## config.mk

```make
export PLATFORM = sky130hd
export DESIGN_NAME = uniform_grid_box_binning_flat
export DESIGN_NICKNAME = d
export VERILOG_FILES = /design/src/design/ugbb_pkg.sv /design/src/design/ugbb_if.sv /design/src/design/ugbb_ram.sv /design/src/design/ugbb_front.sv /design/src/design/ugbb_queue.sv /design/src/design/ugbb_back.sv /design/src/design/uniform_grid_box_binning.sv /design/src/flat_wrapper.sv
export SDC_FILE = /design/constraint.sdc
export NUM_CORES = 2
export LEC_CHECK = 0
export BUFFER_PORTS_ARGS = -buffer_cell sky130_fd_sc_hd__buf_2
export CAP_MARGIN = 40
export CORE_MARGIN = 1.5
export CORE_UTILIZATION = 45
export DETAILED_ROUTE_END_ITERATION = 16
export GPL_ROUTABILITY_DRIVEN = 0
export GPL_TIMING_DRIVEN = 1
export PLACE_DENSITY = 0.62
export SLEW_MARGIN = 20
export SYNTH_ARGS = -nofsm -noshare
export SYNTH_HDL_FRONTEND = slang
export SYNTH_SLANG_ARGS = --single-unit
```

## constraint.sdc

```tcl
create_clock -name clk_i -period 10.5 [get_ports clk_i]
set_input_delay 2.1 -clock clk_i [delete_from_list [all_inputs] [get_ports clk_i]]
set_output_delay 2.1 -clock clk_i [all_outputs]
set_load 0.01 [all_outputs]
```

## src/design/ugbb_pkg.sv

```systemverilog
// Shared types, constants and helpers for the uniform grid box binning block.
// No dependencies; the front, queue and back files and the top level import it.
package ugbb_pkg;

  localparam int MaxDim   = 4;   // largest grid edge the word formats carry
  localparam int BndW     = 36;  // signed width of exact voxel bounds
  localparam int CoordW   = 32;
  localparam int CellW    = 31;
  localparam int TagW     = 16;
  localparam int CountW   = 16;
  localparam int VoxIdxW  = 6;
  localparam int CfgIdxW  = 3;
  localparam int QDepth   = 2;

  localparam logic [CountW-1:0] CountMax = '1;

  localparam logic [CfgIdxW-1:0] CfgOriginX = 3'd0;
  localparam logic [CfgIdxW-1:0] CfgOriginY = 3'd1;
  localparam logic [CfgIdxW-1:0] CfgOriginZ = 3'd2;
  localparam logic [CfgIdxW-1:0] CfgCellX   = 3'd3;
  localparam logic [CfgIdxW-1:0] CfgCellY   = 3'd4;
  localparam logic [CfgIdxW-1:0] CfgCellZ   = 3'd5;

  // classified box: per-axis cell hit masks plus the tag
  typedef struct packed {
    logic [2:0][MaxDim-1:0] hit;
    logic [TagW-1:0]        tag;
  } qent_t;

  typedef struct packed {
    logic [VoxIdxW-1:0] voxel_index;
    logic [TagW-1:0]    tag_out;
    logic [CountW-1:0]  slot;
    logic               count_full;
    logic               no_voxel;
    logic               last;
  } res_t;

  // strict interval overlap on one axis
  function automatic logic axis_hit(input logic signed [BndW-1:0] lo,
                                    input logic signed [BndW-1:0] hi,
                                    input logic signed [BndW-1:0] bmin,
                                    input logic signed [BndW-1:0] bmax);
    logic h;
    if (lo < bmin) h = (bmin < hi);
    else           h = (lo < bmax);
    return h;
  endfunction

endpackage

```

## src/design/ugbb_if.sv

```systemverilog
// Channel interfaces: box words in, bin result words out.
// Depends on nothing; payload widths match ugbb_pkg.
interface ugbb_box_if;
  logic               valid;
  logic               ready;
  logic signed [31:0] box_min_x;
  logic signed [31:0] box_min_y;
  logic signed [31:0] box_min_z;
  logic signed [31:0] box_max_x;
  logic signed [31:0] box_max_y;
  logic signed [31:0] box_max_z;
  logic [15:0]        object_tag;

  modport source (output valid, box_min_x, box_min_y, box_min_z,
                  box_max_x, box_max_y, box_max_z, object_tag, input ready);
  modport sink   (input valid, box_min_x, box_min_y, box_min_z,
                  box_max_x, box_max_y, box_max_z, object_tag, output ready);
endinterface

interface ugbb_res_if;
  logic        valid;
  logic        ready;
  logic [5:0]  voxel_index;
  logic [15:0] tag_out;
  logic [15:0] slot;
  logic        count_full;
  logic        no_voxel;
  logic        last;

  modport source (output valid, voxel_index, tag_out, slot, count_full,
                  no_voxel, last, input ready);
  modport sink   (input valid, voxel_index, tag_out, slot, count_full,
                  no_voxel, last, output ready);
endinterface

```

## src/design/ugbb_ram.sv

```systemverilog
// Generic single write port, single read port RAM with registered read.
// No dependencies.
module ugbb_ram #(
  parameter int Width = 16,
  parameter int Depth = 64,
  localparam int AddrW = (Depth > 1) ? $clog2(Depth) : 1
) (
  input  logic                 clk_i,
  input  logic                 we_i,
  input  logic [AddrW-1:0]     waddr_i,
  input  logic [Width-1:0]     wdata_i,
  input  logic                 re_i,
  input  logic [AddrW-1:0]     raddr_i,
  output logic [Width-1:0]     rdata_o
);
  logic [Width-1:0] mem_q [Depth];
  logic [Width-1:0] rdata_q;

  always_ff @(posedge clk_i) begin
    if (we_i) mem_q[waddr_i] <= wdata_i;
    if (re_i) rdata_q <= mem_q[raddr_i];  // old data on same-address write
  end

  assign rdata_o = rdata_q;
endmodule

```

## src/design/ugbb_front.sv

```systemverilog
// Front end: configuration registers, voxel bound table, input stage and
// per-axis overlap classification. Depends on ugbb_pkg and ugbb_box_if.
module ugbb_front import ugbb_pkg::*; #(
  parameter int GRID_DIM = 4
) (
  input  logic               clk_i,
  input  logic               rst_ni,
  input  logic               cfg_we_i,
  input  logic [CfgIdxW-1:0] cfg_idx_i,
  input  logic [CoordW-1:0]  cfg_wdata_i,
  ugbb_box_if.sink           box_i,
  output logic               push_o,
  output qent_t              push_data_o,
  input  logic               full_i
);
  logic [CoordW-1:0] origin_q [3];
  logic [CellW-1:0]  cell_q [3];

  always_ff @(posedge clk_i or negedge rst_ni) begin
    if (!rst_ni) begin
      for (int a = 0; a < 3; a++) begin
        origin_q[a] <= '0;
        cell_q[a]   <= CellW'(65536);
      end
    end else if (cfg_we_i) begin
      case (cfg_idx_i)
        CfgOriginX: origin_q[0] <= cfg_wdata_i;
        CfgOriginY: origin_q[1] <= cfg_wdata_i;
        CfgOriginZ: origin_q[2] <= cfg_wdata_i;
        CfgCellX:   cell_q[0]   <= cfg_wdata_i[CellW-1:0];
        CfgCellY:   cell_q[1]   <= cfg_wdata_i[CellW-1:0];
        CfgCellZ:   cell_q[2]   <= cfg_wdata_i[CellW-1:0];
        default: ;
      endcase
    end
  end

  // bound table, refreshed every cycle from the config registers
  logic signed [BndW-1:0] lo_q [3][GRID_DIM];
  logic signed [BndW-1:0] hi_q [3][GRID_DIM];

  always_ff @(posedge clk_i) begin
    for (int a = 0; a < 3; a++) begin
      for (int k = 0; k < GRID_DIM; k++) begin
        lo_q[a][k] <= $signed({{(BndW-CoordW){origin_q[a][CoordW-1]}}, origin_q[a]})
                    + $signed({{(BndW-CellW){1'b0}}, cell_q[a]} * BndW'(k));
        hi_q[a][k] <= $signed({{(BndW-CoordW){origin_q[a][CoordW-1]}}, origin_q[a]})
                    + $signed({{(BndW-CellW){1'b0}}, cell_q[a]} * BndW'(k + 1));
      end
    end
  end

  // input stage
  logic                   st_vld_q;
  logic [CoordW-1:0]      st_min_q [3];
  logic [CoordW-1:0]      st_max_q [3];
  logic [TagW-1:0]        st_tag_q;
  logic                   accept;

  assign push_o      = st_vld_q && !full_i;
  assign box_i.ready = !st_vld_q || !full_i;
  assign accept      = box_i.valid && box_i.ready;

  always_ff @(posedge clk_i or negedge rst_ni) begin
    if (!rst_ni) begin
      st_vld_q <= 1'b0;
    end else if (box_i.ready) begin
      st_vld_q <= box_i.valid;
    end
  end

  always_ff @(posedge clk_i) begin
    if (accept) begin
      st_min_q[0] <= box_i.box_min_x;
      st_min_q[1] <= box_i.box_min_y;
      st_min_q[2] <= box_i.box_min_z;
      st_max_q[0] <= box_i.box_max_x;
      st_max_q[1] <= box_i.box_max_y;
      st_max_q[2] <= box_i.box_max_z;
      st_tag_q    <= box_i.object_tag;
    end
  end

  // classification: one compare pair per cell and axis
  always_comb begin
    logic signed [BndW-1:0] bmin;
    logic signed [BndW-1:0] bmax;
    push_data_o     = '0;
    push_data_o.tag = st_tag_q;
    for (int a = 0; a < 3; a++) begin
      bmin = $signed({{(BndW-CoordW){st_min_q[a][CoordW-1]}}, st_min_q[a]});
      bmax = $signed({{(BndW-CoordW){st_max_q[a][CoordW-1]}}, st_max_q[a]});
      for (int k = 0; k < GRID_DIM; k++) begin
        push_data_o.hit[a][k] = axis_hit(lo_q[a][k], hi_q[a][k], bmin, bmax);
      end
    end
  end
endmodule

```

## src/design/ugbb_queue.sv

```systemverilog
// Two-entry queue of classified boxes between front and back.
// Depends on ugbb_pkg.
module ugbb_queue import ugbb_pkg::*; (
  input  logic  clk_i,
  input  logic  rst_ni,
  input  logic  push_i,
  input  qent_t push_data_i,
  output logic  full_o,
  output logic  vld_o,
  output qent_t head_o,
  input  logic  pop_i
);
  localparam int PtrW = (QDepth > 1) ? $clog2(QDepth) : 1;
  localparam int CntW = $clog2(QDepth + 1);

  qent_t           ent_q [QDepth];
  logic [PtrW-1:0] wptr_q, rptr_q;
  logic [CntW-1:0] cnt_q;

  assign full_o = (cnt_q == CntW'(QDepth));
  assign vld_o  = (cnt_q != '0);
  assign head_o = ent_q[rptr_q];

  always_ff @(posedge clk_i or negedge rst_ni) begin
    if (!rst_ni) begin
      wptr_q <= '0;
      rptr_q <= '0;
      cnt_q  <= '0;
    end else begin
      if (push_i) wptr_q <= (wptr_q == PtrW'(QDepth - 1)) ? '0 : wptr_q + 1'b1;
      if (pop_i)  rptr_q <= (rptr_q == PtrW'(QDepth - 1)) ? '0 : rptr_q + 1'b1;
      if (push_i && !pop_i)      cnt_q <= cnt_q + 1'b1;
      else if (pop_i && !push_i) cnt_q <= cnt_q - 1'b1;
    end
  end

  always_ff @(posedge clk_i) begin
    if (push_i) ent_q[wptr_q] <= push_data_i;
  end
endmodule

```

## src/design/ugbb_back.sv

```systemverilog
// Back end: voxel scan over the queue head, count store update and the
// result register. Depends on ugbb_pkg, ugbb_ram and ugbb_res_if.
module ugbb_back import ugbb_pkg::*; #(
  parameter int GRID_DIM = 4
) (
  input  logic        clk_i,
  input  logic        rst_ni,
  input  logic        q_vld_i,
  input  qent_t       q_head_i,
  output logic        q_pop_o,
  ugbb_res_if.source  res_o
);
  localparam int NumVox = GRID_DIM * GRID_DIM * GRID_DIM;
  localparam int AddrW  = (NumVox > 1) ? $clog2(NumVox) : 1;

  // voxel hit mask from the three axis masks
  logic [NumVox-1:0] hit, above;
  logic [VoxIdxW-1:0] sc_q;

  for (genvar i = 0; i < NumVox; i++) begin : g_vox
    assign hit[i] = q_head_i.hit[0][i % GRID_DIM]
                  & q_head_i.hit[1][(i / GRID_DIM) % GRID_DIM]
                  & q_head_i.hit[2][i / (GRID_DIM * GRID_DIM)];
    assign above[i] = (VoxIdxW'(i) > sc_q);
  end

  logic any_hit, cur_hit, cur_last;
  assign any_hit  = |hit;
  assign cur_hit  = hit[sc_q[AddrW-1:0]];
  assign cur_last = ~|(hit & above);

  // stage 1: count read in flight
  logic               p1_vld_q, p1_nov_q, p1_last_q, p1_cv_q, p1_fwd_q;
  logic [VoxIdxW-1:0] p1_idx_q;
  logic [TagW-1:0]    p1_tag_q;
  logic [CountW-1:0]  fwd_q;
  logic               ov_q;
  res_t               res_q;

  logic              out_free, adv, issue;
  logic [CountW-1:0] rdata, cnt;
  logic              full, we;
  logic [CountW-1:0] wdata;
  logic [NumVox-1:0] vbit_q;

  assign out_free = !ov_q || res_o.ready;
  assign adv      = !p1_vld_q || out_free;
  assign issue    = adv && q_vld_i && (cur_hit || !any_hit);
  assign q_pop_o  = issue && (!any_hit || cur_last);

  assign cnt   = p1_nov_q ? '0 : (p1_fwd_q ? fwd_q : (p1_cv_q ? rdata : '0));
  assign full  = !p1_nov_q && (cnt == CountMax);
  assign we    = adv && p1_vld_q && !p1_nov_q && !full;
  assign wdata = cnt + 1'b1;

  ugbb_ram #(.Width(CountW), .Depth(NumVox)) u_count_ram (
    .clk_i   (clk_i),
    .we_i    (we),
    .waddr_i (p1_idx_q[AddrW-1:0]),
    .wdata_i (wdata),
    .re_i    (issue && any_hit),
    .raddr_i (sc_q[AddrW-1:0]),
    .rdata_o (rdata)
  );

  always_ff @(posedge clk_i or negedge rst_ni) begin
    if (!rst_ni) begin
      sc_q     <= '0;
      p1_vld_q <= 1'b0;
      ov_q     <= 1'b0;
      vbit_q   <= '0;
    end else begin
      if (q_vld_i) begin
        if (!any_hit) begin
          if (issue) sc_q <= '0;
        end else if (cur_hit) begin
          if (issue) sc_q <= cur_last ? '0 : sc_q + 1'b1;
        end else begin
          sc_q <= sc_q + 1'b1;  // skip a miss
        end
      end
      if (adv)      p1_vld_q <= issue;
      if (out_free) ov_q     <= p1_vld_q;
      if (we)       vbit_q[p1_idx_q[AddrW-1:0]] <= 1'b1;
    end
  end

  always_ff @(posedge clk_i) begin
    if (issue) begin
      p1_idx_q  <= any_hit ? sc_q : '0;
      p1_tag_q  <= any_hit ? q_head_i.tag : '0;
      p1_nov_q  <= !any_hit;
      p1_last_q <= !any_hit || cur_last;
      // same-voxel write in this cycle: the RAM returns old data, so forward
      p1_fwd_q  <= we && (p1_idx_q == sc_q);
      p1_cv_q   <= vbit_q[sc_q[AddrW-1:0]];
      fwd_q     <= wdata;
    end
    if (out_free && p1_vld_q) begin
      res_q.voxel_index <= p1_idx_q;
      res_q.tag_out     <= p1_tag_q;
      res_q.slot        <= cnt;
      res_q.count_full  <= full;
      res_q.no_voxel    <= p1_nov_q;
      res_q.last        <= p1_last_q;
    end
  end

  assign res_o.valid       = ov_q;
  assign res_o.voxel_index = res_q.voxel_index;
  assign res_o.tag_out     = res_q.tag_out;
  assign res_o.slot        = res_q.slot;
  assign res_o.count_full  = res_q.count_full;
  assign res_o.no_voxel    = res_q.no_voxel;
  assign res_o.last        = res_q.last;

`ifndef SYNTHESIS
  a_nov_last: assert property (@(posedge clk_i) disable iff (!rst_ni)
    (ov_q && res_q.no_voxel) |-> (res_q.last && res_q.slot == '0))
    else $error("empty-box word must be last with zero slot");
  a_no_wrap: assert property (@(posedge clk_i) disable iff (!rst_ni)
    we |-> (wdata != '0))
    else $error("voxel count wrapped");
  a_scan_range: assert property (@(posedge clk_i) disable iff (!rst_ni)
    {1'b0, sc_q} < (VoxIdxW+1)'(NumVox))
    else $error("scan index out of grid");
  a_pop_last: assert property (@(posedge clk_i) disable iff (!rst_ni)
    q_pop_o |=> (p1_vld_q && p1_last_q))
    else $error("box retired without a last word");
`endif
endmodule

```

## src/design/uniform_grid_box_binning.sv

```systemverilog
// Uniform grid box binning top level: front classifier, box queue, voxel scan.
// Path: an accepted box waits in the input stage and is classified into the queue;
// each hit voxel then issues a count read into stage 1 and a registered result word.
// Throughput: the scan walks voxels 0 up to the box's last hit, one per cycle,
// but waits on a hit voxel while the result output stalls; an empty box gives one word.
// Reset: asynchronous active low; voxel counts read as zero via per-entry
// valid bits, no clearing pass.
module uniform_grid_box_binning import ugbb_pkg::*; #(
  parameter int GRID_DIM = 4
) (
  input  logic               clk_i,
  input  logic               rst_ni,
  input  logic               cfg_we_i,
  input  logic [CfgIdxW-1:0] cfg_idx_i,
  input  logic [CoordW-1:0]  cfg_wdata_i,
  ugbb_box_if.sink           box_i,
  ugbb_res_if.source         res_o
);
  logic  push, full, q_vld, q_pop;
  qent_t push_data, q_head;

  ugbb_front #(.GRID_DIM(GRID_DIM)) u_front (
    .clk_i       (clk_i),
    .rst_ni      (rst_ni),
    .cfg_we_i    (cfg_we_i),
    .cfg_idx_i   (cfg_idx_i),
    .cfg_wdata_i (cfg_wdata_i),
    .box_i       (box_i),
    .push_o      (push),
    .push_data_o (push_data),
    .full_i      (full)
  );

  ugbb_queue u_queue (
    .clk_i       (clk_i),
    .rst_ni      (rst_ni),
    .push_i      (push),
    .push_data_i (push_data),
    .full_o      (full),
    .vld_o       (q_vld),
    .head_o      (q_head),
    .pop_i       (q_pop)
  );

  ugbb_back #(.GRID_DIM(GRID_DIM)) u_back (
    .clk_i    (clk_i),
    .rst_ni   (rst_ni),
    .q_vld_i  (q_vld),
    .q_head_i (q_head),
    .q_pop_o  (q_pop),
    .res_o    (res_o)
  );
endmodule
```

## src/flat_wrapper.sv

```systemverilog
// flat-port wrapper written by rule: the top's interface ports become plain ports
module uniform_grid_box_binning_flat import ugbb_pkg::*;
#(
  parameter int GRID_DIM = 4
)
  (clk_i, rst_ni, cfg_we_i, cfg_idx_i, cfg_wdata_i, box_i_valid, box_i_box_min_x, box_i_box_min_y, box_i_box_min_z, box_i_box_max_x, box_i_box_max_y, box_i_box_max_z, box_i_object_tag, box_i_ready, res_o_valid, res_o_voxel_index, res_o_tag_out, res_o_slot, res_o_count_full, res_o_no_voxel, res_o_last, res_o_ready);
  ugbb_box_if box_i_i ();
  ugbb_res_if res_o_i ();
  input  logic clk_i;
  input  logic rst_ni;
  input  logic cfg_we_i;
  input  logic [CfgIdxW-1:0] cfg_idx_i;
  input  logic [CoordW-1:0] cfg_wdata_i;
  input wire logic [$bits(box_i_i.valid)-1:0] box_i_valid;
  input wire logic [$bits(box_i_i.box_min_x)-1:0] box_i_box_min_x;
  input wire logic [$bits(box_i_i.box_min_y)-1:0] box_i_box_min_y;
  input wire logic [$bits(box_i_i.box_min_z)-1:0] box_i_box_min_z;
  input wire logic [$bits(box_i_i.box_max_x)-1:0] box_i_box_max_x;
  input wire logic [$bits(box_i_i.box_max_y)-1:0] box_i_box_max_y;
  input wire logic [$bits(box_i_i.box_max_z)-1:0] box_i_box_max_z;
  input wire logic [$bits(box_i_i.object_tag)-1:0] box_i_object_tag;
  output wire logic [$bits(box_i_i.ready)-1:0] box_i_ready;
  output wire logic [$bits(res_o_i.valid)-1:0] res_o_valid;
  output wire logic [$bits(res_o_i.voxel_index)-1:0] res_o_voxel_index;
  output wire logic [$bits(res_o_i.tag_out)-1:0] res_o_tag_out;
  output wire logic [$bits(res_o_i.slot)-1:0] res_o_slot;
  output wire logic [$bits(res_o_i.count_full)-1:0] res_o_count_full;
  output wire logic [$bits(res_o_i.no_voxel)-1:0] res_o_no_voxel;
  output wire logic [$bits(res_o_i.last)-1:0] res_o_last;
  input wire logic [$bits(res_o_i.ready)-1:0] res_o_ready;
  assign box_i_i.valid = box_i_valid;
  assign box_i_i.box_min_x = box_i_box_min_x;
  assign box_i_i.box_min_y = box_i_box_min_y;
  assign box_i_i.box_min_z = box_i_box_min_z;
  assign box_i_i.box_max_x = box_i_box_max_x;
  assign box_i_i.box_max_y = box_i_box_max_y;
  assign box_i_i.box_max_z = box_i_box_max_z;
  assign box_i_i.object_tag = box_i_object_tag;
  assign box_i_ready = box_i_i.ready;
  assign res_o_valid = res_o_i.valid;
  assign res_o_voxel_index = res_o_i.voxel_index;
  assign res_o_tag_out = res_o_i.tag_out;
  assign res_o_slot = res_o_i.slot;
  assign res_o_count_full = res_o_i.count_full;
  assign res_o_no_voxel = res_o_i.no_voxel;
  assign res_o_last = res_o_i.last;
  assign res_o_i.ready = res_o_ready;
  uniform_grid_box_binning #(.GRID_DIM(GRID_DIM)) u_core (.clk_i(clk_i), .rst_ni(rst_ni), .cfg_we_i(cfg_we_i), .cfg_idx_i(cfg_idx_i), .cfg_wdata_i(cfg_wdata_i), .box_i(box_i_i), .res_o(res_o_i));
endmodule
```

Yosys cells after proc, flatten, opt, wreduce, memory -nomap -nowiden
Memories as Yosys holds them, arrays and structs flattened. A register that Yosys moved wholly into a read port is not among the register bits.
Cells that the tools add are included.
- $add $sub $neg: 18
- $mul: 3
- magnitude comparators: 103
- eq/ne operators: 9
- mux-type cells: 36
- bitwise logic cells: 82
- reduce and logical (&&, ||, !) cells: 43
- operators by type and width (kind ; count):
    < comparator 36 x 32 -> 1 bit ; 24
    < comparator 32 x 36 -> 1 bit ; 12
    adder 32 x 34 -> 35 bit ; 6
    > comparator 6 bit, first input constant ; 32
    OR reduction 64 bit ; 2
    adder 32 x 33 -> 34 bit ; 3
    adder 32 x 32 -> 33 bit ; 3
    multiplier 31 x 2 -> 33 bit, second input constant ; 3
    > comparator 5 x 6 -> 1 bit, first input constant ; 16
    bitwise AND 1 bit ; 80
    bitwise AND 64 bit ; 1
    bitwise OR 64 bit ; 1
    > comparator 4 x 6 -> 1 bit, first input constant ; 8
    2-to-1 mux 16 bit ; 3
    2-to-1 mux 6 bit ; 5
    > comparator 3 x 6 -> 1 bit, first input constant ; 4
    2-to-1 mux 1 bit ; 23
    adder 16 x 1 -> 16 bit, second input constant ; 1
    equality test 16 bit, second input constant ; 1
    logical AND 1 bit ; 15
    < comparator 6 x 7 -> 1 bit, second input constant ; 2
    binary-select mux 1 bit (select 6 bit) ; 2
    > comparator 1 x 6 -> 1 bit, first input constant ; 2
    > comparator 2 x 6 -> 1 bit, first input constant ; 2
    other kinds (19) ; 43
- bits in registers: 365
- RAM bits: 2136
- input bits: 248
- output and inout bits: 43
- logic and storage cells: 328
- memories: 6
- memories (name ; words ; bits a word ; read ports ; clocked after memory_dff ; write ports ; line ; text):
    u_core.u_back.u_count_ram.mem_q ; 64 ; 16 ; 1 ; 1 ; 1 ; ugbb_ram.sv:16 ; logic [Width-1:0] mem_q [Depth];
    u_core.u_front.hi_q ; 3 ; 144 ; 3 ; 0 ; 3 ; ugbb_front.sv:40 ; logic signed [BndW-1:0] hi_q [3][GRID_DIM];
    u_core.u_front.lo_q ; 3 ; 144 ; 3 ; 0 ; 3 ; ugbb_front.sv:39 ; logic signed [BndW-1:0] lo_q [3][GRID_DIM];
    u_core.u_front.st_max_q ; 3 ; 32 ; 3 ; 0 ; 3 ; ugbb_front.sv:56 ; logic [CoordW-1:0] st_max_q [3];
    u_core.u_front.st_min_q ; 3 ; 32 ; 3 ; 0 ; 3 ; ugbb_front.sv:55 ; logic [CoordW-1:0] st_min_q [3];
    u_core.u_queue.ent_q ; 2 ; 28 ; 1 ; 0 ; 1 ; ugbb_queue.sv:16 ; qent_t ent_q [QDepth];

Logic depth before layout (Yosys ltp)
An unclocked memory read counts as a cell.
- word-level depth: 11
- gate-level depth with buffers: 22
- mapped depth without buffers: 22

Cells and area by module
From an unflattened synthesis, not the netlist that was laid out.
- cell total of the unflattened synthesis: 10241
- area, all modules: 123310.8 um^2
- by module, submodules not included (module ; instances ; cells an instance ; area each (um^2) ; sequential area each (um^2)):
    ugbb_front ; 1 ; 7541 ; 72443.2 ; 20913.8
    ugbb_ram ; 1 ; 1829 ; 40202.3 ; 31230.0
    ugbb_back ; 1 ; 768 ; 8408.1 ; 4294.1
    ugbb_queue ; 1 ; 103 ; 2257.2 ; 1781.7

Worst setup path before layout
Ideal clock, no wire load.
- path type: input to register
- from: in box_i_valid
- to: mem u_core.u_front.st_max_q[0][0], enable pin
- library setup time: 0.595 ns
- arrival time: 6.816 ns
- data required time: 9.905 ns
- slack: 3.089 ns
- stages on the path: 1
- buffers on the path: 0
- path through: and2_1
- RTL lines (element ; line ; text):
    from (decl) ; flat_wrapper.sv:14 ; input wire logic [$bits(box_i_i.valid)-1:0] box_i_valid;
    to (decl) ; ugbb_front.sv:56 ;

==> metrics.md <==
| Metric | Value |
|---|---|
| Status | finished, violations left |
| Failing checks | design-rule violations |
| Drt pass-1 iters | 14 |
| Element type at the critical path end | flop |
| DIE WIDTH | 524 µm |
| Hold Worst Slack | 0.417 ns |
| Crit path from | u_core.u_front.cell_q[63] |
| Internal reg-to-reg setup slack | between 4 and 5 ns |
| Setup TNS | 0 ns |
| Final setup violation count | 0 |
| Area Overhead vs Synth | 11.8% |
| Die Area | 0.274 mm² |
| H-tree depth | 4 |
| Detailed Route Iter0 Violations | 7933 |
| CP max stage cell | o41ai_1 |
| Mean post-synth cell area | 11.5 µm² |
| Initial antenna violation count | 25 |
| Async SR Flop Fraction | around an eighth |
| GRT Util Overall | between 20% and 30% |
| Pre-CTS setup slack | about 4.8 ns |
| Critical setup path kind | flop to flop |
| Post-CTS Setup Bufs | 0 |
| Crit path max fanout | 8 |
| Drc violations | 2 |
| Largest net degree at the start of global routing | 115 |
| Setup slack after layout | approximately 4.6 ns |
| Max incr delay on CP | about 0.57 ns |
| DRT antenna net count | 0 |
| Worst r2r src | u_core.u_front.cell_q[63] |
| Min Clock Period, post-route | 5.90 ns |
| Via count | approximately 87000 |
| NumNets Final | 13000 |
| Peak Freq | 169 MHz |
| Port Buf Inserts | 290 |
| Max-cap viol count | 0 |
| Worst setup SP type | flop |
| Io pins | 291 |
| Clock Tree Root | clkbuf_16 |
| Tcrit/Tclk final | 56.2% |
| VDD IR max | around 0.23 mV |
| Total CTS buffers | 230 |
| Number of synthesized flops with an enable pin | around 1400 |
| Drt total wl | 361000 µm |
| Clk slew on worst S/H paths | ~0.060 ns |
| Crit path depth | 21 |
| Top delay family on crit path | compound AO/OA/AOI/OAI gates |
| Worst-path cell chain | ha_1 > fa_1 > a21o_1 > a21oi_1 > nand2b_1 > a211oi_1 > o2111ai_1 > nand2_1 > a21o_1 > nand2_1 > a21oi_1 > xor2_1 > ha_1 > nand2_1 > nor3_1 > nand3_1 > o21ai_0 > a211oi_1 > o41ai_1 > a21oi_1 > xnor2_1 |
| PostCTS Resize Cnt | 0 |
| Crit path capture | u_core.u_front.hi_q[0][71] |
| Vias per cell | 5.90 |
| Cells on Worst Hold Path | 0 |
| Clock Latency Late Sink | 0.98 ns |
| Worst path required time | 11.29 ns |
| Vias in the first global route | 86200 |
| Ys Warns | 0 |
| Post-Synthesis Cell Area | 0.122 mm² |
| Actual slew at the worst max-slew pin | 0.998 ns |
| Synth Instances | 10600 |
| R2R depth | 21 |
| Slew margin rel. | 32.8% |
| FF-to-FF End | u_core.u_front.hi_q[0][71] |
| Layout cell share with drive strength beyond 1 | between 10% and 20% |
| Crit path buf inv count | 0 |
| DR WL/cell | ~24 µm |
| Count of unique library cells instantiated by Yosys | 93 |
| CTS Hold Bufs | 0 |
| Pwr dens | 316 mW/mm² |
| Initial core utilization | 45.2% |
| Final Skew | 0.124 ns |
| CTS Buffer Depth | 4 |
| Synthesized flop and latch total | approximately 2100 |
| Worst hold-check path type | flop to flop |
| Core ar. | 0.270 mm² |
| Worst Path Arrival | 6.70 ns |
| Number of max-slew violations in the final report | 0 |
| First-pass GRT wire length | 538000 µm |
| Overall power | 43.2 mW |
| Sequential area share after synthesis | between 40 and 50% |
| Synth Flop Type | edfxtp_1 |
| Post-DP HPWL | 260000 µm |
| Syn nets | 12500 |
| Die span in y | about 520 µm |
| Final Hold Fails | 0 |
| Fin util | about half |
| Unrepaired setup endpoints after global routing | no |
| Std-Cell Rows | 191 |
| Leak | 59.2 nW |
| Clock Sinks | ~2100 |
| GRT overflow | 0 |
| CTS tree | built |
placed cells by master (no fill, tap or decap), drive strengths merged, types with 93 or more instances in the layout:
master,count
ha,1658
edfxtp,1387
a21oi,900
inv,780
nor2,593
a21o,584
dfxtp,495
buf,443
o21ai,408
mux2,337
xnor2,335
nand2,331
clkbuf,311
dfrtp,263
a221oi,183
nand4,172
nor2b,153
nand3,129
nand2b,122
nor3,119
xor2,117
mux2i,110
or2,104
a211oi,93
cells by family (layout without fill, tap and decap cells):
family          after synthesis  in the layout  share of synthesized area [%]
mux                         509            509                           5.15
compound gates             2883           2883                           15.5
xor+xnor                    452            452                           3.24
buf+inv                    1014           1643                           3.18
other cells                   0              7                              0
simple gates               1944           1944                           8.00
fa+ha+maj                  1673           1673                           17.2
flops                      2148           2148                           47.7
worst register-to-register path: stages, from the launching register on:
cell       delay (ns)
dfrtp_1          0.48
ha_1             0.26
fa_1             0.41
a21o_1           0.20
a21oi_1          0.25
nand2b_1         0.17
a211oi_1         0.14
o2111ai_1        0.51
nand2_1          0.19
a21o_1           0.23
nand2_1          0.06
a21oi_1          0.07
xor2_1           0.15
ha_1             0.35
nand2_1          0.09
nor3_1           0.43
nand3_1          0.12
o21ai_0          0.55
a211oi_1         0.20
o41ai_1          0.57
a21oi_1          0.16
xnor2_1          0.14
synthesized netlist by cell type, types with 64 or more instances:
master / number / share of area (%)
ha_1: 1658 / 17
edfxtp_1: 1387 / 34
a21oi_1: 899 / 3.7
inv_1: 760 / 2.3
nor2_1: 593 / 1.8
a21o_1: 584 / 3.6
dfxtp_1: 495 / 8.1
o21ai_0: 405 / 1.7
mux2_2: 337 / 3.1
xnor2_1: 335 / 2.4
nand2_1: 331 / 1.0
dfrtp_1: 263 / 5.4
a221oi_1: 182 / 1.3
nand4_1: 172 / 0.88
clkbuf_1: 155 / 0.48
nor2b_1: 153 / 0.78
nand3_1: 129 / 0.53
nand2b_1: 122 / 0.63
nor3_1: 119 / 0.49
xor2_1: 117 / 0.84
mux2i_1: 110 / 0.90
a211oi_1: 93 / 0.57
o21a_1: 76 / 0.47
a22oi_1: 67 / 0.41
or2_2: 66 / 0.34
o21bai_1: 64 / 0.39
layer usage:
| layer | global-route usage (%) | part of all wire, % |
|---|---|---|
| met1 | 32.3 | 41 |
| met2 | 43.2 | 47 |
| met3 | 4.28 | 6.9 |
| met4 | 11.6 | 5.1 |
| met5 | 0 | 0.052 |
sequential cells by signal, indices dropped and copies added, names as in the netlist, 6 cells and up:
signal	cells
u_core.u_front.lo_q	90
u_core.u_back.p1_idx_q	6
u_core.u_front.st_min_q	96
u_core.u_front.st_max_q	96
u_core.u_back.vbit_q	64
u_core.u_front.hi_q	405
u_core.u_back.p1_tag_q	16
u_core.u_front.origin_q	96
u_core.u_back.res_o.slot	16
u_core.u_back.res_o.voxel_index	6
u_core.u_back.fwd_q	16
u_core.u_front.st_tag_q	16
u_core.u_back.sc_q	6
u_core.u_front.cell_q	93
u_core.u_back.res_o.tag_out	16
u_core.u_queue.ent_q	56
u_core.u_back.u_count_ram.rdata_o	16
u_core.u_back.u_count_ram.mem_q	1024
area by class of cell:
cell class,instances,area [µm²]
Multi-Input combinational cell,7461,60300
Clock buffer,308,6500
Tap cell,3570,4470
Antenna cell,7,17.5
Sequential cell,2148,58200
Timing Repair Buffer,448,2870
Fill cell,23700,134000
Inverter,763,2870
Clock inverter,124,1340
report_power, final:
group	switching, mW	internal [mW]
logic	12.9	8.14
clock network	3.54	4.87
registers	1.96	11.8
worst min path at each step:
stage	start	end	slack [ns]
6_report	u_core.u_back.p1_tag_q[1]	u_core.u_back.res_o.tag_out[1]	0.42
5_1_grt	u_core.u_back.p1_tag_q[7]	u_core.u_back.res_o.tag_out[7]	0.43
4_1_cts	u_core.u_back.p1_tag_q[10]	u_core.u_back.res_o.tag_out[10]	0.42
3_5_place_dp	u_core.u_back.p1_tag_q[10]	u_core.u_back.res_o.tag_out[10]	0.41
3_3_place_gp	u_core.u_back.p1_tag_q[1]	u_core.u_back.res_o.tag_out[1]	0.40
2_1_floorplan	u_core.u_front.origin_q[64]	u_core.u_front.hi_q[0][72]	0.37
metrics by stage:
step | instance area, µm² | instances
after global routing | 137000 | 14800
after CTS | 136000 | 14800
final | 137000 | 14800
after detailed placement | 128000 | 14400
after floorplan | 122000 | 10600
after global placement | 128000 | 14400
Power figures use the tool's default switching activity.
